`config.mk`:
```
export PLATFORM = sky130hd
export DESIGN_NAME = line_segment_window_clipper
export DESIGN_NICKNAME = d
export VERILOG_FILES = /design/src/rtl/core/lswc_pkg.sv /design/src/rtl/core/line_segment_window_clipper.sv /design/src/rtl/core/lswc_div_cell.sv /design/src/rtl/core/lswc_divider.sv
export SDC_FILE = /design/constraint.sdc
export NUM_CORES = 2
export LEC_CHECK = 0
export ABC_AREA = 1
export BUFFER_PORTS_ARGS = -buffer_cell sky130_fd_sc_hd__clkbuf_2
export CAP_MARGIN = 20
export CELL_PAD_IN_SITES_DETAIL_PLACEMENT = 0
export CELL_PAD_IN_SITES_GLOBAL_PLACEMENT = 2
export CORE_MARGIN = 1.5
export CORE_UTILIZATION = 41
export DETAILED_ROUTE_END_ITERATION = 8
export GPL_TIMING_DRIVEN = 0
export PLACE_DENSITY_LB_ADDON = 0.1
export SLEW_MARGIN = 20
export SYNTH_ARGS = -nofsm -noshare
export SYNTH_HDL_FRONTEND = slang
export SYNTH_SLANG_ARGS = --single-unit
```
`constraint.sdc`:
```
create_clock -name i_clk -period 24.1 [get_ports i_clk]
set_input_delay 2.41 -clock i_clk [delete_from_list [all_inputs] [get_ports i_clk]]
set_output_delay 2.41 -clock i_clk [all_outputs]
set_load 0.02 [all_outputs]
```
`src/rtl/core/lswc_pkg.sv`:
```
// Shared types and constants for the line segment window clipper.
package lswc_pkg;
    localparam int CodeBits = 4;
    localparam logic [3:0] CodeLeft   = 4'b0001;
    localparam logic [3:0] CodeRight  = 4'b0010;
    localparam logic [3:0] CodeTop    = 4'b0100;
    localparam logic [3:0] CodeBottom = 4'b1000;
    localparam int MaxMoves = 8;

    localparam logic [1:0] RegLeft   = 2'd0;
    localparam logic [1:0] RegTop    = 2'd1;
    localparam logic [1:0] RegRight  = 2'd2;
    localparam logic [1:0] RegBottom = 2'd3;

    typedef enum logic [2:0] {
        ST_IDLE, ST_DECIDE, ST_MUL, ST_DIV, ST_APPLY, ST_DONE
    } t_state;
endpackage

```
`src/rtl/core/line_segment_window_clipper.sv`:
```
// Top level of the line segment window clipper.
// Sequence: a trivial accept or reject goes from the decide state straight to done;
// each clip move passes through the multiply state, the cell-chain divider and apply,
// up to 8 moves per segment.
// Throughput: one segment at a time; busy is high from accept to result strobe.
// Reset (synchronous, active low) restores the default window 0,0..479,319.
// The receiver cannot stall: o_done pulses one cycle with the result.
module line_segment_window_clipper #(
    parameter int COORD_BITS = 16
) (
    input  logic                  i_clk,
    input  logic                  i_rst_n,
    input  logic                  start,
    output logic                  busy,
    output logic                  o_done,
    input  logic                  i_cfg_we,
    input  logic [1:0]            i_cfg_idx,
    input  logic [COORD_BITS-1:0] i_cfg_data,
    input  logic [COORD_BITS-1:0] i_start_x,
    input  logic [COORD_BITS-1:0] i_start_y,
    input  logic [COORD_BITS-1:0] i_end_x,
    input  logic [COORD_BITS-1:0] i_end_y,
    output logic                  o_visible,
    output logic [COORD_BITS-1:0] o_clip_start_x,
    output logic [COORD_BITS-1:0] o_clip_start_y,
    output logic [COORD_BITS-1:0] o_clip_end_x,
    output logic [COORD_BITS-1:0] o_clip_end_y
);
    localparam int CW = COORD_BITS;
    localparam int EW = CW + 1;          // coordinate differences
    localparam int NB = 2 * EW;          // product width
    localparam int MW = $clog2(lswc_pkg::MaxMoves + 1);

    // window registers, kept at coordinate width
    logic signed [CW-1:0] r_left, r_top, r_right, r_bottom;
    always_ff @(posedge i_clk) begin
        if (!i_rst_n) begin
            r_left   <= '0;
            r_top    <= '0;
            r_right  <= CW'(479);
            r_bottom <= CW'(319);
        end else if (i_cfg_we) begin
            unique case (i_cfg_idx)
                lswc_pkg::RegLeft:   r_left   <= i_cfg_data;
                lswc_pkg::RegTop:    r_top    <= i_cfg_data;
                lswc_pkg::RegRight:  r_right  <= i_cfg_data;
                lswc_pkg::RegBottom: r_bottom <= i_cfg_data;
                default: ;
            endcase
        end
    end

    // working endpoints; moved points stay inside the window so CW bits suffice
    lswc_pkg::t_state r_st, n_st;
    logic signed [CW-1:0] r_x0, r_y0, r_x1, r_y1;
    logic [3:0]           r_c0, r_c1;
    logic                 r_moved;
    logic [MW-1:0]        r_moves;
    logic                 r_first, r_vert, r_neg;
    logic signed [CW-1:0] r_base, r_edge;
    logic [EW-1:0]        r_ma, r_mb, r_mc;

    function automatic logic [3:0] outcode(
        input logic signed [CW-1:0] x, input logic signed [CW-1:0] y,
        input logic signed [CW-1:0] l, input logic signed [CW-1:0] t,
        input logic signed [CW-1:0] r, input logic signed [CW-1:0] b);
        logic [3:0] c;
        c = '0;
        if (x < l) c |= lswc_pkg::CodeLeft;
        if (x > r) c |= lswc_pkg::CodeRight;
        if (y < t) c |= lswc_pkg::CodeTop;
        if (y > b) c |= lswc_pkg::CodeBottom;
        return c;
    endfunction

    function automatic logic [EW-1:0] mag(input logic signed [EW-1:0] v);
        return v[EW-1] ? EW'(-v) : v;
    endfunction

    // decide stage: pick point, edge and the three differences
    logic                 w_first, w_vert;
    logic [3:0]           w_c;
    logic signed [CW-1:0] w_px, w_py, w_ox, w_oy, w_edge;
    logic signed [EW-1:0] w_dother, w_dedge, w_daxis;
    always_comb begin
        w_first = (r_c0 != 4'd0);
        w_c  = w_first ? r_c0 : r_c1;
        w_px = w_first ? r_x0 : r_x1;
        w_py = w_first ? r_y0 : r_y1;
        w_ox = w_first ? r_x1 : r_x0;
        w_oy = w_first ? r_y1 : r_y0;
        w_vert = |(w_c & (lswc_pkg::CodeTop | lswc_pkg::CodeBottom));
        if (w_vert) begin
            w_edge   = (w_c & lswc_pkg::CodeTop) != 4'd0 ? r_top : r_bottom;
            w_dother = EW'(w_ox) - EW'(w_px);
            w_dedge  = EW'(w_edge) - EW'(w_py);
            w_daxis  = EW'(w_oy) - EW'(w_py);
        end else begin
            w_edge   = (w_c & lswc_pkg::CodeRight) != 4'd0 ? r_right : r_left;
            w_dother = EW'(w_oy) - EW'(w_py);
            w_dedge  = EW'(w_edge) - EW'(w_px);
            w_daxis  = EW'(w_ox) - EW'(w_px);
        end
    end

    // product of the registered magnitudes feeds the divider on its go cycle
    logic [NB-1:0] w_prod;
    assign w_prod = NB'(r_ma) * NB'(r_mb);

    logic          w_div_go, w_div_done;
    logic [NB-1:0] w_quot;
    lswc_divider #(.NB(NB), .DB(EW), .CELLS(4)) u_div (
        .i_clk(i_clk), .i_rst_n(i_rst_n), .i_go(w_div_go),
        .i_num(w_prod), .i_den(r_mc), .o_done(w_div_done), .o_quot(w_quot));

    // apply: signed quotient added to the moved coordinate
    logic signed [NB:0]   w_sq, w_sum;
    logic signed [CW-1:0] w_nx, w_ny;
    logic [3:0]           w_nc;
    always_comb begin
        w_sq  = r_neg ? -$signed({1'b0, w_quot}) : $signed({1'b0, w_quot});
        w_sum = w_sq + (NB+1)'(r_base);
        if (r_vert) begin
            w_nx = CW'(w_sum);
            w_ny = r_edge;
        end else begin
            w_nx = r_edge;
            w_ny = CW'(w_sum);
        end
        w_nc = outcode(w_nx, w_ny, r_left, r_top, r_right, r_bottom);
    end

    always_ff @(posedge i_clk) begin
        if (!i_rst_n) r_st <= lswc_pkg::ST_IDLE;
        else          r_st <= n_st;
    end

    always_comb begin
        n_st = r_st;
        w_div_go = 1'b0;
        unique case (r_st)
            lswc_pkg::ST_IDLE:   if (start) n_st = lswc_pkg::ST_DECIDE;
            lswc_pkg::ST_DECIDE: begin
                if ((r_c0 | r_c1) == 4'd0 || (r_c0 & r_c1) != 4'd0
                    || r_moves >= MW'(lswc_pkg::MaxMoves))
                    n_st = lswc_pkg::ST_DONE;
                else
                    n_st = lswc_pkg::ST_MUL;
            end
            lswc_pkg::ST_MUL: begin
                w_div_go = 1'b1;
                n_st = lswc_pkg::ST_DIV;
            end
            lswc_pkg::ST_DIV:    if (w_div_done) n_st = lswc_pkg::ST_APPLY;
            lswc_pkg::ST_APPLY:  n_st = lswc_pkg::ST_DECIDE;
            lswc_pkg::ST_DONE:   n_st = lswc_pkg::ST_IDLE;
            default:             n_st = lswc_pkg::ST_IDLE;
        endcase
    end

    assign busy = (r_st != lswc_pkg::ST_IDLE);

    always_ff @(posedge i_clk) begin
        unique case (r_st)
            lswc_pkg::ST_IDLE: if (start) begin
                r_x0 <= i_start_x; r_y0 <= i_start_y;
                r_x1 <= i_end_x;   r_y1 <= i_end_y;
                r_c0 <= outcode(i_start_x, i_start_y, r_left, r_top, r_right, r_bottom);
                r_c1 <= outcode(i_end_x, i_end_y, r_left, r_top, r_right, r_bottom);
                r_moved <= 1'b0;
                r_moves <= '0;
            end
            lswc_pkg::ST_DECIDE: begin
                r_first <= w_first;
                r_vert  <= w_vert;
                r_edge  <= w_edge;
                r_base  <= w_vert ? w_px : w_py;
                r_neg   <= (w_dother[EW-1] ^ w_dedge[EW-1]) ^ w_daxis[EW-1];
                r_ma    <= mag(w_dother);
                r_mb    <= mag(w_dedge);
                r_mc    <= mag(w_daxis);
            end
            lswc_pkg::ST_MUL: ;
            lswc_pkg::ST_DIV: ;
            lswc_pkg::ST_APPLY: begin
                if (r_first) begin
                    r_x0 <= w_nx; r_y0 <= w_ny; r_c0 <= w_nc;
                end else begin
                    r_x1 <= w_nx; r_y1 <= w_ny; r_c1 <= w_nc;
                end
                r_moved <= 1'b1;
                r_moves <= r_moves + 1'b1;
            end
            lswc_pkg::ST_DONE: begin
                o_visible <= ((r_c0 | r_c1) == 4'd0) &&
                             !(r_moved && r_x0 == r_x1 && r_y0 == r_y1);
                if (((r_c0 | r_c1) == 4'd0) &&
                    !(r_moved && r_x0 == r_x1 && r_y0 == r_y1)) begin
                    o_clip_start_x <= r_x0; o_clip_start_y <= r_y0;
                    o_clip_end_x   <= r_x1; o_clip_end_y   <= r_y1;
                end else begin
                    o_clip_start_x <= '0; o_clip_start_y <= '0;
                    o_clip_end_x   <= '0; o_clip_end_y   <= '0;
                end
            end
            default: ;
        endcase
    end

    // result strobe rises in the cycle after the done state, with the result words
    always_ff @(posedge i_clk) begin
        if (!i_rst_n) o_done <= 1'b0;
        else          o_done <= (r_st == lswc_pkg::ST_DONE);
    end
endmodule

```
`src/rtl/core/lswc_div_cell.sv`:
```
// One restoring-division cell: shifts in one dividend bit and conditionally subtracts.
module lswc_div_cell #(
    parameter int W = 34
) (
    input  logic [W-1:0] i_rem,
    input  logic         i_bit,
    input  logic [W-1:0] i_div,
    output logic [W-1:0] o_rem,
    output logic         o_q
);
    logic [W:0] w_sh;
    assign w_sh  = {i_rem, i_bit};
    assign o_q   = (w_sh >= {1'b0, i_div});
    assign o_rem = o_q ? W'(w_sh - {1'b0, i_div}) : w_sh[W-1:0];
endmodule

```
`src/rtl/core/lswc_divider.sv`:
```
// Multi-cycle unsigned divider built from a short chain of division cells.
module lswc_divider #(
    parameter int NB = 34,
    parameter int DB = 17,
    parameter int CELLS = 4
) (
    input  logic          i_clk,
    input  logic          i_rst_n,
    input  logic          i_go,
    input  logic [NB-1:0] i_num,
    input  logic [DB-1:0] i_den,
    output logic          o_done,
    output logic [NB-1:0] o_quot
);
    localparam int Steps = (NB + CELLS - 1) / CELLS;
    localparam int PW = Steps * CELLS;   // dividend padded to whole steps
    localparam int SW = $clog2(Steps + 1);
    localparam int RW = DB + 1;
    logic [PW-1:0] r_num;
    logic [NB-1:0] r_q;
    logic [RW-1:0] r_rem, r_den;
    logic [SW-1:0] r_cnt;
    logic          r_busy;
    logic [RW-1:0] w_rem [CELLS+1];
    logic [CELLS-1:0] w_q;
    assign w_rem[0] = r_rem;
    for (genvar g = 0; g < CELLS; g++) begin : g_cell
        lswc_div_cell #(.W(RW)) u_cell (
            .i_rem(w_rem[g]), .i_bit(r_num[PW-1-g]), .i_div(r_den),
            .o_rem(w_rem[g+1]), .o_q(w_q[CELLS-1-g]));
    end
    always_ff @(posedge i_clk) begin
        if (!i_rst_n) begin
            r_busy <= 1'b0;
            r_cnt  <= '0;
        end else if (i_go) begin
            r_busy <= 1'b1;
            r_cnt  <= SW'(Steps);
            r_num  <= PW'(i_num);
            r_q    <= '0;
            r_rem  <= '0;
            r_den  <= RW'(i_den);
        end else if (r_busy) begin
            r_rem <= w_rem[CELLS];
            r_num <= r_num << CELLS;
            r_q   <= (r_q << CELLS) | NB'(w_q);
            r_cnt <= r_cnt - 1'b1;
            if (r_cnt == SW'(1)) begin
                r_busy <= 1'b0;
            end
        end
    end
    always_ff @(posedge i_clk) begin
        if (!i_rst_n) o_done <= 1'b0;
        else          o_done <= r_busy && !i_go && (r_cnt == SW'(1));
    end
    // quotient is complete while o_done is high
    assign o_quot = r_q;
endmodule

```
==> results.tsv <==
stage	metric	value	unit
timing	finalClockSkew	23.6	ps
yosys	synth_seq_cells	389	
timing	final-setup-viol-count	0	
finish	n_antenna_cell	0	
yosys	synth-warning-count	0	
timing	slew_headroom	13.5	%
yosys	async_flop_share	0	%
detailed_routing	remaining_drc_errors	0	
place	place_congestion	0.941	
clock_network	tritoncts	yes	
setup_path	cp_max_fo	10	
detailed_routing	routed_wirelength	147	mm
floorplanning	die_y	316	um
grt	grt_max_degree	25	
clock_network	cts.repair.resized	0	
setup_path	critPathLaunchType	flop	
clock_network	clock-sinks	389	
yosys	synth_edf_count	315	
timing	slew_viol_final	0	
floorplanning	core	96700	um2
setup_path	crit_top_cell	nand2_1	
grt	antenna_found_initial	1	
detailed_routing	drt_pass1_iterations	6	
timing	hold_viol_final	0	
clock_network	hold_buffers	0	
setup_path	cp_slowest_cell	o311ai_0	
yosys	synth_cells	5336	
yosys	netlist_area	40000	um2
floorplanning	ioPinCount	153	
grt	track_usage	29.5	%
yosys	ys_types	62	
clock_network	cts_buffers	45	
floorplanning	die-area	99500	um2
setup_path	cp_slowest_stage_delay	880	ps
floorplanning	num_rows	114	
yosys	yosysSeqAreaShare	27.3	%
clock_network	cts_root_buf	clkbuf_16	
detailed_routing	detail_route.iter0.violations	2181	
clock_network	htreeDepth	2	
clock_network	clkTransAtPathRegs	70	ps
detailed_routing	ant_nets	0	
outcome	status	finished, final reports clean	
finish	layout.nets	6293	
finish	drive_gt1_share	6.42	%
yosys	syn_area_per_cell	7.50	um2
timing	finalSetupTns	0	ps
timing	period_share	44.4	%
setup_path	criticalPathCategory	flop to flop	
floorplanning	initial_core_util	41.4	%
hold_path	hp-class	flop to flop	
place	port_buffers	152	
grt	grt_pass1_wl	218	mm
clock_network	cts_setup_buffers	0	
setup_path	arrival	11030	ps
timing	worst_pin_slew	1280	ps
clock_network	cts_buffer_depth	3	
setup_path	endpoint_kind	flop	
setup_path	cp.required	24430	ps
detailed_routing	routedWlPerCell	21.3	um
grt	grt_overflow	0	
place	dp_hpwl	123	mm
clock_network	clock_latency	600	ps
detailed_routing	routed_via_density	5.15	
floorplanning	die_w	316	um
timing	period_needed	10710	ps
yosys	syn_nets	6072	
detailed_routing	vias	35400	
run	maxCapViolations	0	
yosys	synthFlopType	edfxtp_1	
timing	rsz0062_at_grt	false	
grt	first_global_vias	35200	
finish	areaGrowthSynthToFinish	10.1	%
timing	fmax	0.0934	GHz
==> cell usage after synthesis (6+ instances only) <==
library cell	n	area share, %
a31oi_1	23	0.36
edfxtp_1	315	24
xor2_1	91	2.0
inv_2	9	0.084
nor3_1	38	0.47
nor2_1	413	3.9
fa_1	231	12
nand2_1	1434	13
o21ai_2	9	0.20
nand3_1	248	3.1
or2_2	26	0.41
dfxtp_1	74	3.7
inv_1	902	8.5
and2_1	6	0.094
buf_6	9	0.25
buf_2	19	0.24
a21o_1	17	0.32
o21bai_1	11	0.21
o31ai_1	6	0.11
o21a_1	13	0.24
nor4_1	12	0.19
o21ai_1	12	0.15
xnor2_1	63	1.4
nand3b_1	7	0.13
clkbuf_1	138	1.3
a21oi_1	304	3.8
a21boi_0	9	0.17
nand2_2	10	0.16
nand4_1	53	0.83
ha_1	419	13
a211oi_1	11	0.21
o21ai_0	316	3.9
o211ai_1	27	0.51
==> cell usage in the layout (no fill, tap or decap), types with 53 or more instances in the layout <==
cell         n
dfxtp_1     74
clkbuf_2   153
a21oi_1    303
nand4_1     53
edfxtp_1   315
o21ai_0    306
ha_1       419
fa_1       231
nor2_1     411
xor2_1      91
xnor2_1     63
nand3_1    248
nand2_1   1433
clkbuf_1   143
inv_1      902
==> routing by layer <==
metal	wire (um)	GRT usage, %	vias up
met5	0	0	-
met4	8120	14.5	0
met3	5740	2.56	255
met2	72000	52.3	876
met1	60700	35.9	16600
li1	-	-	17600
==> cell type report <==
type	count	area [um2]
Clock buffer	51	1150
Inverter	912	3420
Timing Repair Buffer	174	1030
Clock inverter	30	243
Fill cell	10100	52600
Tap cell	1276	1600
Sequential cell	389	10900
Multi-Input combinational cell	3865	25000
Buffer	170	742
==> registers in the layout, indices dropped and copies added (netlist names), 17 cells and up <==
signal       flops
r_ma            17
r_mb            17
u_div.r_num     36
u_div.r_rem     18
r_mc            17
u_div.r_den     17
==> worst paths after layout <==
kind                  start               to  slack (ps)  cells past startpoint
max          u_div.r_den[1]  u_div.r_rem[17]       13390                     53
min                 r_mc[6]   u_div.r_den[6]         420                      0
max reg2reg  u_div.r_den[1]  u_div.r_rem[17]       13390                     53
min reg2reg         r_mc[6]   u_div.r_den[6]         420                      0
==> cells by family (layout without fill, tap and decap cells) <==
kind of cell,Yosys count,after routing,share of synthesized area [%]
and+or+nand+nor,2274,2274,23.3
AOI/OAI and AO/OA,785,785,10.8
buffers and inverters,1082,1337,10.4
xor gates and xnor gates,154,154,3.37
muxes,2,2,0.112
adders and majority gates,650,650,24.6
DFF,389,389,27.3
==> stage by stage <==
| stage | instances | setup WS, ps | hold slack [ps] | utilization (%) | instance area, um2 |
|---|---|---|---|---|---|
| 2_1_floorplan | 5336 | 16030 | 400 | - | 40000 |
| 3_3_place_gp | 6764 | 13160 | 401 | 43.8 | 42400 |
| 3_5_place_dp | 6786 | 13140 | 405 | 44.2 | 42700 |
| 4_1_cts | 6867 | 13110 | 413 | 45.6 | 44100 |
| 5_1_grt | 6867 | 12010 | 423 | 45.6 | 44100 |
| 6_report | 6867 | 13390 | 417 | 45.6 | 44100 |
==> worst max-delay path: cells and delay by family (launching register included) <==
family | cells | cell delay (ps)
buffers and inverters | 10 | 2040
DFF | 1 | 520
adders and majority gates | 4 | 1400
AOI/OAI and AO/OA | 11 | 2740
and+or+nand+nor | 28 | 3690
Power is left out: the tool's default activity adds up to more than one toggle a clock period on the data nets, which glitch-free logic cannot reach.
